<file path="config.mk">
export PLATFORM = sky130hd
export DESIGN_NAME = boot_value_number_parser
export DESIGN_NICKNAME = d
export VERILOG_FILES = /design/src/rtl/bvnp_pkg.sv /design/src/rtl/bvnp_fifo.sv /design/src/rtl/bvnp_front.sv /design/src/rtl/bvnp_back.sv /design/src/rtl/boot_value_number_parser.sv
export SDC_FILE = /design/constraint.sdc
export NUM_CORES = 1
export LEC_CHECK = 0
export BUFFER_PORTS_ARGS = -buffer_cell sky130_fd_sc_hd__buf_2
export CAP_MARGIN = 20
export CORE_MARGIN = 10
export CORE_UTILIZATION = 55
export CTS_BUF_LIST = sky130_fd_sc_hd__clkbuf_16
export DETAILED_ROUTE_END_ITERATION = 10
export MAX_ROUTING_LAYER = met4
export PLACE_DENSITY = 0.75
export SYNTH_ARGS = -nofsm -noshare
export SYNTH_HDL_FRONTEND = slang
export SYNTH_SLANG_ARGS = --single-unit
</file>
<file path="constraint.sdc">
create_clock -name clk -period 4 [get_ports clk]
set_input_delay 0.8 -clock clk [delete_from_list [all_inputs] [get_ports clk]]
set_output_delay 0.8 -clock clk [all_outputs]
set_load 0.01 [all_outputs]
</file>
<file path="src/rtl/bvnp_pkg.sv">
// Shared types and constants for the boot value number parser.
package bvnp_pkg;

	// Default accumulator width and fixed width of the value result field.
	localparam int VALUE_BITS_DEF = 32;
	localparam int OUT_BITS       = 32;

	// Depth of the token queue and of the result queue.
	localparam int QUEUE_DEPTH = 2;

	// Character codes that the classifier recognizes.
	localparam logic [7:0] CH_NUL   = 8'h00;
	localparam logic [7:0] CH_TAB   = 8'h09;
	localparam logic [7:0] CH_SPACE = 8'h20;
	localparam logic [7:0] CH_COMMA = 8'h2C;
	localparam logic [7:0] CH_MINUS = 8'h2D;
	localparam logic [7:0] CH_EQUAL = 8'h3D;
	localparam logic [7:0] CH_ZERO  = 8'h30;
	localparam logic [7:0] CH_SEVEN = 8'h37;
	localparam logic [7:0] CH_NINE  = 8'h39;
	localparam logic [7:0] CH_UP_A  = 8'h41;
	localparam logic [7:0] CH_UP_F  = 8'h46;
	localparam logic [7:0] CH_LO_A  = 8'h61;
	localparam logic [7:0] CH_LO_B  = 8'h62;
	localparam logic [7:0] CH_LO_F  = 8'h66;
	localparam logic [7:0] CH_LO_X  = 8'h78;

	// Result kinds.
	localparam logic KIND_NUMBER = 1'b0;
	localparam logic KIND_TEXT   = 1'b1;

	// Classified character handed from the front part to the back part.
	typedef struct packed {
		logic       is_sep;
		logic       is_eq;
		logic       is_minus;
		logic       is_x;
		logic       is_b;
		logic       is_dec;
		logic       is_oct;
		logic       is_hex;
		logic [3:0] digit;
	} token_t;

	// One result transaction.
	typedef struct packed {
		logic                kind;
		logic [OUT_BITS-1:0] value;
	} result_t;

endpackage

</file>
<file path="src/rtl/bvnp_fifo.sv">
// Small synchronous queue used between the parser parts and on the result side.
module bvnp_fifo #(
	parameter int WIDTH = 8,
	parameter int DEPTH = 2
) (
	input  logic             clk,
	input  logic             arst_n,
	input  logic             push,
	input  logic [WIDTH-1:0] wdata,
	output logic             full,
	input  logic             pop,
	output logic [WIDTH-1:0] rdata,
	output logic             empty
);
	localparam int PTR_BITS = (DEPTH > 1) ? $clog2(DEPTH) : 1;
	localparam int CNT_BITS = $clog2(DEPTH + 1);

	logic [WIDTH-1:0]    mem_q [DEPTH];
	logic [PTR_BITS-1:0] wr_ptr_q;
	logic [PTR_BITS-1:0] rd_ptr_q;
	logic [CNT_BITS-1:0] count_q;
	logic                do_push;
	logic                do_pop;

	// Status and the head entry.
	assign full    = (count_q == CNT_BITS'(DEPTH));
	assign empty   = (count_q == '0);
	assign do_push = push && !full;
	assign do_pop  = pop && !empty;
	assign rdata   = mem_q[rd_ptr_q];

	// Storage; written only when a transaction enters.
	always_ff @(posedge clk) begin
		if (do_push) begin
			mem_q[wr_ptr_q] <= wdata;
		end
	end

	// Pointers and fill count.
	always_ff @(posedge clk or negedge arst_n) begin
		if (!arst_n) begin
			wr_ptr_q <= '0;
			rd_ptr_q <= '0;
			count_q  <= '0;
		end else begin
			if (do_push) begin
				wr_ptr_q <= (wr_ptr_q == PTR_BITS'(DEPTH - 1)) ? '0 : wr_ptr_q + 1'b1;
			end
			if (do_pop) begin
				rd_ptr_q <= (rd_ptr_q == PTR_BITS'(DEPTH - 1)) ? '0 : rd_ptr_q + 1'b1;
			end
			if (do_push && !do_pop) begin
				count_q <= count_q + 1'b1;
			end else if (do_pop && !do_push) begin
				count_q <= count_q - 1'b1;
			end
		end
	end

`ifndef SYNTHESIS
	// The fill count never goes past the depth.
	assert property (@(posedge clk) disable iff (!arst_n)
		count_q <= CNT_BITS'(DEPTH))
		else $error("fifo count exceeds depth");

	// The pointers meet whenever the queue is empty or full.
	assert property (@(posedge clk) disable iff (!arst_n)
		(count_q == '0 || count_q == CNT_BITS'(DEPTH)) |-> (wr_ptr_q == rd_ptr_q))
		else $error("fifo pointers disagree with count");

	// A push without a pop grows the count by one.
	assert property (@(posedge clk) disable iff (!arst_n)
		(do_push && !do_pop) |=> (count_q == $past(count_q) + 1'b1))
		else $error("fifo count did not advance on push");
`endif

endmodule

</file>
<file path="src/rtl/bvnp_front.sv">
// Front part: classifies each incoming character into a token.
module bvnp_front (
	input  logic [7:0]            ch,
	output bvnp_pkg::token_t      tok
);
	import bvnp_pkg::*;

	logic       dec;
	logic       lo_hex;
	logic       up_hex;

	// Character classes.
	assign dec    = (ch >= CH_ZERO) && (ch <= CH_NINE);
	assign lo_hex = (ch >= CH_LO_A) && (ch <= CH_LO_F);
	assign up_hex = (ch >= CH_UP_A) && (ch <= CH_UP_F);

	// Build the token, including the digit value for hex digits.
	always_comb begin
		tok.is_sep   = (ch == CH_SPACE) || (ch == CH_TAB) || (ch == CH_COMMA) || (ch == CH_NUL);
		tok.is_eq    = (ch == CH_EQUAL);
		tok.is_minus = (ch == CH_MINUS);
		tok.is_x     = (ch == CH_LO_X);
		tok.is_b     = (ch == CH_LO_B);
		tok.is_dec   = dec;
		tok.is_oct   = (ch >= CH_ZERO) && (ch <= CH_SEVEN);
		tok.is_hex   = dec || lo_hex || up_hex;
		priority if (dec) begin
			tok.digit = 4'(ch - CH_ZERO);
		end else if (lo_hex) begin
			tok.digit = 4'(ch - CH_LO_A + 8'd10);
		end else if (up_hex) begin
			tok.digit = 4'(ch - CH_UP_A + 8'd10);
		end else begin
			tok.digit = '0;
		end
	end

endmodule

</file>
<file path="src/rtl/bvnp_back.sv">
// Back part: parse state machine that accumulates digits and emits results.
module bvnp_back #(
	parameter int VALUE_BITS = bvnp_pkg::VALUE_BITS_DEF
) (
	input  logic                clk,
	input  logic                arst_n,
	input  bvnp_pkg::token_t    tok,
	input  logic                tok_valid,
	output logic                tok_pop,
	output bvnp_pkg::result_t   res,
	output logic                res_push,
	input  logic                res_full
);
	import bvnp_pkg::*;

	typedef enum logic [2:0] {
		PH_FIRST      = 3'd0,
		PH_AFTER_EQ   = 3'd1,
		PH_AFTER_SIGN = 3'd2,
		PH_AFTER_ZERO = 3'd3,
		PH_DIGITS     = 3'd4
	} phase_t;

	typedef enum logic [1:0] {
		RADIX_DEC = 2'd0,
		RADIX_HEX = 2'd1,
		RADIX_BIN = 2'd2,
		RADIX_OCT = 2'd3
	} radix_t;

	phase_t                phase_q, phase_d;
	radix_t                radix_q, radix_d;
	logic [VALUE_BITS-1:0] acc_q, acc_d;
	logic                  neg_q, neg_d;
	logic                  bad_q, bad_d;
	logic                  go;
	logic                  emit;
	logic                  emit_text;
	logic                  emit_one;
	logic                  digit_ok;
	logic [VALUE_BITS-1:0] acc_step;
	logic [VALUE_BITS-1:0] num;

	// A token is taken when one waits and the result queue has room.
	assign go      = tok_valid && !res_full;
	assign tok_pop = go;

	// Digit check and one multiply-add step by the radix, as shifts and adds.
	always_comb begin
		unique case (radix_q)
			RADIX_HEX: begin
				digit_ok = tok.is_hex;
				acc_step = (acc_q << 4) + VALUE_BITS'(tok.digit);
			end
			RADIX_BIN: begin
				digit_ok = tok.is_hex && (tok.digit < 4'd2);
				acc_step = (acc_q << 1) + VALUE_BITS'(tok.digit);
			end
			RADIX_OCT: begin
				digit_ok = tok.is_hex && (tok.digit < 4'd8);
				acc_step = (acc_q << 3) + VALUE_BITS'(tok.digit);
			end
			default: begin
				digit_ok = tok.is_hex && (tok.digit < 4'd10);
				acc_step = (acc_q << 3) + (acc_q << 1) + VALUE_BITS'(tok.digit);
			end
		endcase
	end

	// Next parse state for the token at the head of the queue.
	always_comb begin
		phase_d   = phase_q;
		radix_d   = radix_q;
		acc_d     = acc_q;
		neg_d     = neg_q;
		bad_d     = bad_q;
		emit      = 1'b0;
		emit_text = 1'b0;
		emit_one  = 1'b0;
		unique case (phase_q)
			PH_AFTER_EQ, PH_AFTER_SIGN: begin
				priority if (tok.is_sep) begin
					emit      = 1'b1;
					emit_text = 1'b1;
				end else if (phase_q == PH_AFTER_EQ && tok.is_minus) begin
					neg_d   = 1'b1;
					phase_d = PH_AFTER_SIGN;
				end else if (tok.is_dec) begin
					acc_d   = VALUE_BITS'(tok.digit);
					radix_d = RADIX_DEC;
					phase_d = (tok.digit == 4'd0) ? PH_AFTER_ZERO : PH_DIGITS;
				end else begin
					bad_d   = 1'b1;
					phase_d = PH_DIGITS;
				end
			end
			PH_AFTER_ZERO: begin
				if (tok.is_sep) begin
					emit = 1'b1;
				end else begin
					phase_d = PH_DIGITS;
					priority if (tok.is_x) begin
						radix_d = RADIX_HEX;
					end else if (tok.is_b) begin
						radix_d = RADIX_BIN;
					end else if (tok.is_oct) begin
						radix_d = RADIX_OCT;
						acc_d   = VALUE_BITS'(tok.digit);
					end else begin
						bad_d = 1'b1;
					end
				end
			end
			PH_DIGITS: begin
				if (tok.is_sep) begin
					emit      = 1'b1;
					emit_text = bad_q;
				end else if (!bad_q) begin
					if (digit_ok) begin
						acc_d = acc_step;
					end else begin
						bad_d = 1'b1;
					end
				end
			end
			default: begin
				// Awaiting the first character; unused codes land here too.
				if (tok.is_eq) begin
					phase_d = PH_AFTER_EQ;
				end else begin
					emit     = 1'b1;
					emit_one = 1'b1;
				end
			end
		endcase
		// Every emission starts a fresh value.
		if (emit) begin
			phase_d = PH_FIRST;
			radix_d = RADIX_DEC;
			acc_d   = '0;
			neg_d   = 1'b0;
			bad_d   = 1'b0;
		end
	end

	// Result word: one for a value not opened by '=', else the number with its sign; text carries zero.
	assign num = emit_one ? VALUE_BITS'(1) : (neg_q ? (~acc_q + 1'b1) : acc_q);

	always_comb begin
		res.kind  = emit_text ? KIND_TEXT : KIND_NUMBER;
		res.value = emit_text ? '0 : OUT_BITS'(num);
	end

	assign res_push = go && emit;

	// Parse state registers.
	always_ff @(posedge clk or negedge arst_n) begin
		if (!arst_n) begin
			phase_q <= PH_FIRST;
			radix_q <= RADIX_DEC;
			acc_q   <= '0;
			neg_q   <= 1'b0;
			bad_q   <= 1'b0;
		end else if (go) begin
			phase_q <= phase_d;
			radix_q <= radix_d;
			acc_q   <= acc_d;
			neg_q   <= neg_d;
			bad_q   <= bad_d;
		end
	end

`ifndef SYNTHESIS
	// A result is only written when the result queue has room.
	assert property (@(posedge clk) disable iff (!arst_n)
		res_push |-> !res_full)
		else $error("result written into a full queue");

	// After an emission the parser waits for the first character again.
	assert property (@(posedge clk) disable iff (!arst_n)
		res_push |=> (phase_q == PH_FIRST && acc_q == '0 && !neg_q && !bad_q))
		else $error("parser not cleared after emission");

	// Text results carry a zero value.
	assert property (@(posedge clk) disable iff (!arst_n)
		(res_push && res.kind == KIND_TEXT) |-> (res.value == '0))
		else $error("text result with nonzero value");

	// The accumulator holds while no token is taken.
	assert property (@(posedge clk) disable iff (!arst_n)
		!go |=> $stable(acc_q) && $stable(phase_q))
		else $error("parse state changed without a token");
`endif

endmodule

</file>
<file path="src/rtl/boot_value_number_parser.sv">
// Top level of the boot option value number parser.
//
//   channel  | handshake         | payload      | direction
//   ---------+-------------------+--------------+----------
//   input    | push / full       | ch[7:0]      | in
//   result   | pop / empty       | kind, value  | out
//
// One character per cycle is sustained while the result queue has room; the parse step is one shift-add by the radix.
// A character's result passes through the token queue and then the result queue before it reaches the result ports.
// Reset clears both queues and returns the parser to awaiting a first character.
// A stalled result side fills the result queue, then the token queue, then raises full.
module boot_value_number_parser #(
	parameter int VALUE_BITS = bvnp_pkg::VALUE_BITS_DEF
) (
	input  logic                              clk,
	input  logic                              arst_n,
	input  logic                              push,
	output logic                              full,
	input  logic [7:0]                        ch,
	output logic                              empty,
	input  logic                              pop,
	output logic                              kind,
	output logic signed [bvnp_pkg::OUT_BITS-1:0] value
);
	import bvnp_pkg::*;

	token_t  tok_in;
	token_t  tok_head;
	logic    tok_empty;
	logic    tok_pop;
	result_t res_in;
	result_t res_head;
	logic    res_push;
	logic    res_full;

	// Classify the incoming character.
	bvnp_front u_front (
		.ch  (ch),
		.tok (tok_in)
	);

	// Token queue between the front and back parts.
	bvnp_fifo #(
		.WIDTH ($bits(token_t)),
		.DEPTH (QUEUE_DEPTH)
	) u_tok_q (
		.clk    (clk),
		.arst_n (arst_n),
		.push   (push),
		.wdata  (tok_in),
		.full   (full),
		.pop    (tok_pop),
		.rdata  (tok_head),
		.empty  (tok_empty)
	);

	// Parse state machine.
	bvnp_back #(
		.VALUE_BITS (VALUE_BITS)
	) u_back (
		.clk       (clk),
		.arst_n    (arst_n),
		.tok       (tok_head),
		.tok_valid (!tok_empty),
		.tok_pop   (tok_pop),
		.res       (res_in),
		.res_push  (res_push),
		.res_full  (res_full)
	);

	// Result queue toward the consumer.
	bvnp_fifo #(
		.WIDTH ($bits(result_t)),
		.DEPTH (QUEUE_DEPTH)
	) u_res_q (
		.clk    (clk),
		.arst_n (arst_n),
		.push   (res_push),
		.wdata  (res_in),
		.full   (res_full),
		.pop    (pop),
		.rdata  (res_head),
		.empty  (empty)
	);

	assign kind  = res_head.kind;
	assign value = $signed(res_head.value);

endmodule

</file>
==> flow_summary.yaml, run 1 <==
global_route:
  grt_pass1_vias: 8493
  gr-usage-all-layers: 0.223
  grt_antenna_before_repair: 0
  grt_max_degree: 62
  grt_pass1_wl_um: 43000
  overflow: 0
yosys:
  synth.area.top_cells: "edfxtp_1 26%, dfrtp_1 11%, ha_1 8.3%, xnor2_1 4.7%, nand2_1 4.3%"
  synth.yosys.warnings: 0
  netlist.area_leader.share: 0.262
  synthDistinctLibCells: 79
  syn_inst: 1096
  yosys-top-cells-count: "118 x nand2_1, 104 x nor2_1, 90 x edfxtp_1"
  ys_ff_latch: 137
  ys_seq_area_frac: 0.376
  ys.flop_type: "edfxtp_1"
  syn_area_per_cell_um2: 9.41
  synthesis.nets: 1179
  syn_area_mm2: 0.0103
  synth_edf_count: 90
  synth-async-reset-ratio: 0.343
  yosysMostFrequentCell: "nand2_1"
  synth_top_area_cell: "edfxtp_1"
flow_run:
  cap_viol_max_count: 0
route:
  viasPerCell: 6.29
  route.detailed.drc: 0
  drtAntennaViolNets: 0
  dr.pass1.iters: 5
  route.met2.wl_um: 13300
  avgRoutedWirePerCell_um: 19.2
  drt-met1-wl_um: 10600
  drtIter0Drc: 742
  dr_total_vias: 8689
  met3WireLength_um: 1820
  highest_layer: "met4"
  wirelength_um: 26600
place:
  dpl.cell_count: 1349
  portBuffers: 46
  placed_area_mm2: 0.0109
  post-dp-hpwl_um: 19400
  place_ws_ns: -0.0207
  place_congestion: 0.938
timing:
  rsz0062_at_grt: "no"
  setup_violations: 0
  fmax_ghz: 0.256
  maxSlewHeadroom: 0.305
  setup_ws_ns: 0.0994
  min_period_over_period: 0.975
  worst_pin_slew_ns: 1.04
  fin_crit_ns: 3.90
  finClkSkew_ns: 0.00708
  finalHoldViolCount: 0
  holdWs_ns: 0.241
  slew_violations: 0
floorplan:
  fp-row-count: 50
  design.die.area_mm2: 0.0246
  dieHeight_um: 157
  die_w_um: 157
  core-area_mm2: 0.0186
  ios: 47
  start_util: 0.555
cells_and_area:
  drive_gt1_frac: 0.167
  fillerInstances: 1526
  diodes: 0
  fin_cells: 1381
  nets: 1217
  final_area_mm2: 0.0114
  syn_to_final_growth_pct: 10.7
  utilization: 0.615
setup_path:
  path_class: "register to register"
  r2r-start: "u_tok_q.rd_ptr_q"
  cp.arrival_ns: 4.25
  ff2ff_path_depth: 11
  ff2ff_setup_slack_ns: 0.1
  crit_buf_inv: 0
  crit_required_ns: 4.35
  crit_slowest_cell: "fa_1"
  critPathMostFrequentCell: "a211o_1"
  critPathLaunchType: "register"
  cpLargestDelayFamily: "compound AO/OA/AOI/OAI gates"
  slowest_delay_ns: 0.54
  crit_chain: "mux2_4 > fa_1 > fa_2 > a211o_1 > a211o_1 > a21o_1 > a2111oi_4 > nor2_2 > xnor2_1 > mux4_2 > o21ai_1"
  r2r-end: "u_back.acc_q[24]"
  path_max_fanout: 4
  crit_path_end_kind: "register"
pwr:
  peakVddDrop_mv: 0.597
  leakagePower_nw: 4.75
  p_per_area_mw_per_mm2: 567
cts:
  cts_tree: "yes"
  ctsHtreeMaxLevel: 4
  cts_setup_buffers: 0
  path_clk_slew_ns: 0.06
  clockBufferDepth: 2
  postCtsHoldBufs: 0
  clock_latency_ns: 0.43
  cts_buffers: 17
  root_buffer: "clkbuf_16"
  clock_sinks: 137
worst_hold_path:
  hp-class: "input port to asynchronous set/reset pin"
status:
  run_status: "complete, no violations"
registers in the layout (all words and copies together) (netlist names), 2 cells and up:
| signal | count |
|---|---|
| u_back.acc_q | 32 |
| u_back.phase_q | 3 |
| u_res_q.count_q | 2 |
| u_tok_q.mem_q | 24 |
| u_res_q.mem_q | 66 |
| u_tok_q.count_q | 2 |
| u_back.radix_q | 2 |
layout make-up:
type	instances	area, um^2	share of cell area
Inverter	23	86.3	0.00756
Tap cell	234	293	0.0256
Timing Repair Buffer	88	546	0.0478
Clock inverter	14	85.1	0.00745
Multi-Input combinational cell	867	6080	0.532
Sequential cell	137	3880	0.340
Clock buffer	18	450	0.0394
cell usage in the layout, fill, tap and decap left out, types with 12 or more instances in the layout:
cell / n
a211oi_1: 12
buf_2: 46
xnor2_1: 55
nor2_1: 102
nand4_1: 15
nand2_1: 118
mux2_2: 38
o31ai_1: 15
inv_1: 23
buf_4: 42
o21ai_0: 66
dfrtp_1: 46
ha_1: 67
a21o_1: 18
a21oi_1: 63
clkbuf_16: 18
edfxtp_1: 90
xor2_1: 48
nor3_1: 24
nand3_1: 35
cells by family after synthesis:
group,Yosys count,share of synthesized area
multiplexers,54,0.0620
XOR/XNOR,103,0.0875
adder cells (fa/ha/maj),72,0.0893
buffers and inverters,92,0.0379
AND/OR/NAND/NOR,367,0.168
AO/OA/AOI/OAI,271,0.179
flip-flops,137,0.376
repair_timing:
action,4_1_cts,5_1_grt
pin swaps,0,4
setup endpoints to repair,1,1
resized for setup,1,5
worst max path at each step:
stage	start	to	slack [ns]	depth (start not counted)
floorplan	u_tok_q.rd_ptr_q	u_back.acc_q[24]	0.04	14
global placement	u_tok_q.rd_ptr_q	u_back.acc_q[24]	0.07	11
detailed placement	u_tok_q.rd_ptr_q	u_back.acc_q[24]	-0.02	11
CTS	u_tok_q.rd_ptr_q	u_back.acc_q[24]	0.005	11
global route	u_tok_q.rd_ptr_q	u_back.acc_q[24]	0.005	11
finish	u_tok_q.rd_ptr_q	u_back.acc_q[24]	0.1	11
layer usage:
metal	up-vias	global-route usage
li1	4135	-
met1	4142	0.261
met2	339	0.376
met3	73	0.0437
met4	0	0.0827
met5	-	-
stage by stage:
stage	TNS [ns]	power, mW
final	0	6.47
after global routing	0	6.86
after CTS	0	6.50
after detailed placement	-0.0207	5.06
after global placement	0	4.96
after floorplan	0	4.17
power breakdown:
part | switching (mW) | internal (mW) | leakage (nW)
Clock | 0.614 | 0.818 | 0.277
Combinational | 1.70 | 1.07 | 2.98
Sequential | 0.192 | 2.08 | 1.49
Note: power is estimated with default switching activity, not from simulation.
==> run 2, diff against run 1 <==
--- a/config.mk
+++ b/config.mk
@@ -12,7 +12,7 @@
 export CTS_BUF_LIST = sky130_fd_sc_hd__clkbuf_16
 export DETAILED_ROUTE_END_ITERATION = 10
 export MAX_ROUTING_LAYER = met4
-export PLACE_DENSITY = 0.75
+export PLACE_DENSITY = 0.72
 export SYNTH_ARGS = -nofsm -noshare
 export SYNTH_HDL_FRONTEND = slang
 export SYNTH_SLANG_ARGS = --single-unit
==> constraint.sdc (replaced) <==
create_clock -name clk -period 4.1 [get_ports clk]
set_input_delay 0.82 -clock clk [delete_from_list [all_inputs] [get_ports clk]]
set_output_delay 0.82 -clock clk [all_outputs]
set_load 0.01 [all_outputs]
==> flow_summary.yaml, run 2 (same netlist as run 1, synthesis figures left out) <==
route:
  avgRoutedWirePerCell_um: 19.3
  route.detailed.drc: 0
  wirelength_um: 26600
  drtAntennaViolNets: 0
  dr.pass1.iters: 6
  drtIter0Drc: 662
  dr_total_vias: 8569
  viasPerCell: 6.22
timing:
  slew_violations: 0
  min_period_over_period: 0.958
  setup_violations: 0
  fin_crit_ns: 3.93
  maxSlewHeadroom: 0.295
  final.setup.tns_ns: 0
  fmax_ghz: 0.255
  setup_ws_ns: 0.172
  finClkSkew_ns: 0.00831
  worst_pin_slew_ns: 1.06
  finalHoldViolCount: 0
  rsz0062_at_grt: "no"
floorplan:
  fp-row-count: 50
  design.die.area_mm2: 0.0246
  die_w_um: 157
  ios: 47
  dieHeight_um: 157
  core-area_mm2: 0.0186
  start_util: 0.555
setup_path:
  ff2ff_path_depth: 12
  path_max_fanout: 4
  r2r-end: "u_back.acc_q[24]"
  critPathLaunchType: "register"
  r2r-start: "u_tok_q.rd_ptr_q"
  path_class: "register to register"
  crit_required_ns: 4.43
  crit_path_end_kind: "register"
  ff2ff_setup_slack_ns: 0.17
  cp.arrival_ns: 4.25
cts:
  root_buffer: "clkbuf_16"
  cts_buffers: 17
  path_clk_slew_ns: 0.06
  ctsHtreeMaxLevel: 4
  postCtsHoldBufs: 0
  cts_tree: "yes"
  clock_latency_ns: 0.42
  clock_sinks: 137
  clockBufferDepth: 2
flow_run:
  cap_viol_max_count: 0
worst_hold_path:
  hp-class: "input port to asynchronous set/reset pin"
cells_and_area:
  diodes: 0
  reg_top3: "u_res_q.mem_q: 66 flops, u_back.acc_q: 32 flops, u_tok_q.mem_q: 24 flops"
  nets: 1214
  final_common_cell: "nand2_1"
  syn_to_final_growth_pct: 11.2
  largest_reg_flops: 66
  layout_common_cells: "118 x nand2_1, 103 x nor2_1, 90 x edfxtp_1"
  fillerInstances: 1572
  largest_register: "u_res_q.mem_q"
  drive_gt1_frac: 0.163
place:
  place_ws_ns: -0.0515
  post-dp-hpwl_um: 19200
  portBuffers: 46
  place_congestion: 0.948
global_route:
  overflow: 0
  gr-usage-all-layers: 0.223
  grt_max_degree: 62
  grt_pass1_vias: 8328
  grt_pass1_wl_um: 43200
  grt_antenna_before_repair: 0
pwr:
  p_total_mw: 6.45
  p_per_area_mw_per_mm2: 563
  leakagePower_nw: 4.76
  peakVddDrop_mv: 0.407
status:
  run_status: "complete, no violations"
## run 2: area by class of cell
cell class	count	area, um^2	area share
Multi-Input combinational cell	867	6070	0.530
Sequential cell	137	3880	0.338
Timing Repair Buffer	85	523	0.0456
Clock buffer	17	425	0.0371
Tap cell	234	293	0.0255
Clock inverter	15	184	0.0160
Inverter	23	86.3	0.00753
## run 2: worst max-delay path by stage
stage,slack [ns],start,endpoint,depth (start not counted)
after global routing,0.05,u_tok_q.rd_ptr_q,u_back.acc_q[24],12
after CTS,0.02,u_tok_q.rd_ptr_q,u_back.acc_q[24],12
after global placement,0.11,u_tok_q.rd_ptr_q,u_back.acc_q[24],12
final,0.17,u_tok_q.rd_ptr_q,u_back.acc_q[24],12
after detailed placement,-0.05,u_tok_q.rd_ptr_q,u_back.acc_q[24],12
after floorplan,0.008,u_tok_q.rd_ptr_q,u_back.acc_q[24],14
## run 2: routing by layer
| metal | GRT usage | part of all wire | wire length [um] | up-vias |
|---|---|---|---|---|
| li1 | - | - | - | 4113 |
| met1 | 0.269 | 0.41 | 10900 | 4083 |
| met2 | 0.375 | 0.50 | 13400 | 326 |
| met3 | 0.0398 | 0.066 | 1770 | 47 |
| met4 | 0.0688 | 0.023 | 617 | 0 |
| met5 | - | 0 | 0 | - |
## run 2: what timing repair did
action / CTS / global route
cloned: 0 / 0
endpoints found under the setup margin: 1 / 1
gates resized for setup: 1 / 4
buffers inserted: 0 / 0
pin swaps: 0 / 1
## run 2: stage by stage
step / utilization / hold WS [ns] / cell area, um^2 / cells
2_1_floorplan: - / 0.460 / 10300 / 1096
3_3_place_gp: 0.583 / 0.478 / 10800 / 1346
3_5_place_dp: 0.583 / 0.486 / 10800 / 1346
4_1_cts: 0.616 / 0.413 / 11400 / 1378
5_1_grt: 0.617 / 0.438 / 11500 / 1378
6_report: 0.617 / 0.413 / 11500 / 1378
## run 2: worst max-delay path, stage by stage (launching register included)
cell and delay [ns]:
dfrtp_2 0.41, mux2_2 0.37, fa_1 0.51, fa_2 0.42, a211o_1 0.32, a211o_1 0.32, a21o_1 0.22, a2111oi_4 0.30
buf_4 0.17, nor2_1 0.07, xnor2_1 0.13, mux4_2 0.44, o21ai_0 0.16
## run 2: where the power goes
group          switching (mW)  internal, mW
clock network           0.575          1.01
logic                    1.64          1.01
registers               0.185          2.04
==> run 3, diff against run 2 <==
--- a/config.mk
+++ b/config.mk
@@ -11,8 +11,7 @@
 export CORE_UTILIZATION = 55
 export CTS_BUF_LIST = sky130_fd_sc_hd__clkbuf_16
 export DETAILED_ROUTE_END_ITERATION = 10
-export MAX_ROUTING_LAYER = met4
-export PLACE_DENSITY = 0.72
+export PLACE_DENSITY = 0.77
 export SYNTH_ARGS = -nofsm -noshare
 export SYNTH_HDL_FRONTEND = slang
 export SYNTH_SLANG_ARGS = --single-unit
==> flow_summary.yaml, run 3 (same netlist as run 1, synthesis figures left out) <==
setup_path:
  path_max_fanout: 4
  cpLargestDelayFamily: "compound AO/OA/AOI/OAI gates"
  crit_required_ns: 4.44
  cp.arrival_ns: 4.26
  critPathLaunchType: "register"
  crit_buf_inv: 1
  crit_slowest_cell: "mux4_2"
  cp.depth: 13
  ff2ff_path_depth: 13
  path_class: "register to register"
  slowest_delay_ns: 0.44
  crit_chain: "buf_4 > mux2_2 > ha_1 > ha_1 > fa_2 > a211o_1 > a211o_1 > a21o_1 > a2111oi_4 > nor2_2 > xnor2_1 > mux4_2 > o21ai_0"
  crit_path_end_kind: "register"
timing:
  fin_crit_ns: 3.91
  holdWs_ns: 0.407
  setup_ws_ns: 0.188
  fmax_ghz: 0.256
  maxSlewHeadroom: 0.264
  finClkSkew_ns: 0.00957
  finalHoldViolCount: 0
  worst_pin_slew_ns: 1.10
  min_period_over_period: 0.954
  final.setup.tns_ns: 0
  slew_violations: 0
  setup_violations: 0
cts:
  cts_tree: "yes"
  clock_latency_ns: 0.43
  cts_setup_buffers: 0
  ctsHtreeMaxLevel: 4
  clock_sinks: 137
  cts_buffers: 17
  path_clk_slew_ns: 0.06
  root_buffer: "clkbuf_16"
  clockBufferDepth: 2
  postCtsHoldBufs: 0
place:
  place_ws_ns: -0.120
  dpl.cell_count: 1348
  portBuffers: 46
  post-dp-hpwl_um: 19200
  place_congestion: 0.915
cells_and_area:
  diodes: 0
  largest_register: "u_res_q.mem_q"
  nets: 1217
  final_common_cell: "nand2_1"
  layout_common_cells: "118 x nand2_1, 102 x nor2_1, 90 x edfxtp_1"
  fin_cells: 1381
  fillerInstances: 1531
  syn_to_final_growth_pct: 11.1
  reg_top3: "u_res_q.mem_q: 66 flops, u_back.acc_q: 32 flops, u_tok_q.mem_q: 24 flops"
  largest_reg_flops: 66
  drive_gt1_frac: 0.167
floorplan:
  ios: 47
  dieHeight_um: 157
  start_util: 0.555
  die_w_um: 157
  fp-row-count: 50
  design.die.area_mm2: 0.0246
  core-area_mm2: 0.0186
route:
  dr.pass1.iters: 5
  viasPerCell: 6.34
  dr_total_vias: 8760
  drtAntennaViolNets: 0
  drtIter0Drc: 746
  wirelength_um: 26800
  route.detailed.drc: 0
  avgRoutedWirePerCell_um: 19.4
global_route:
  grt_antenna_before_repair: 0
  grt_pass1_vias: 8623
  grt_pass1_wl_um: 43500
  gr-usage-all-layers: 0.219
  grt_max_degree: 62
  overflow: 0
pwr:
  peakVddDrop_mv: 0.577
  p_per_area_mw_per_mm2: 563
  leakagePower_nw: 4.75
  p_total_mw: 6.45
worst_hold_path:
  hp-class: "input port to asynchronous set/reset pin"
flow_run:
  cap_viol_max_count: 0
status:
  run_status: "complete, no violations"
==> run 3: metrics by stage <==
| step | utilization | area (um^2) |
|---|---|---|
| after floorplan | - | 10300 |
| after global placement | 0.584 | 10800 |
| after detailed placement | 0.584 | 10800 |
| after CTS | 0.615 | 11400 |
| after global routing | 0.617 | 11500 |
| final | 0.617 | 11500 |
==> run 3: path summary, 6_finish.rpt <==
check                            startpoint               end  slack (ns)
min in group clk           u_tok_q.wr_ptr_q  u_tok_q.wr_ptr_q        0.49
min reg2reg                u_tok_q.wr_ptr_q  u_tok_q.wr_ptr_q        0.49
max in group asynchronous            arst_n   u_back.acc_q[7]        2.91
max reg2reg                u_tok_q.rd_ptr_q  u_back.acc_q[24]        0.19
max                        u_tok_q.rd_ptr_q  u_back.acc_q[24]        0.19
min                                  arst_n  u_back.acc_q[29]        0.41
==> run 3: power by group <==
group          internal, mW  switching (mW)
Combinational          1.05            1.67
Sequential             2.03           0.191
Clock                 0.895           0.615
Total                  3.98            2.47
==> run 3: repair_timing <==
action | CTS | global route
pin swaps | 0 | 2
setup endpoints to repair | 1 | 1
resized for setup | 1 | 5
==> run 3: cell type report <==
class	count	area [um^2]	area share
Clock buffer	17	425	0.0371
Clock inverter	15	153	0.0133
Inverter	23	86.3	0.00753
Sequential cell	137	3880	0.339
Tap cell	234	293	0.0255
Timing Repair Buffer	88	546	0.0476
Multi-Input combinational cell	867	6080	0.530
==> run 3: per-layer routing <==
metal / vias to the layer above / track usage / part of all wire
met5: - / 0 / 0
met4: 0 / 0.0778 / 0.028
met3: 56 / 0.0497 / 0.066
met2: 345 / 0.381 / 0.50
met1: 4229 / 0.260 / 0.40
li1: 4130 / - / -
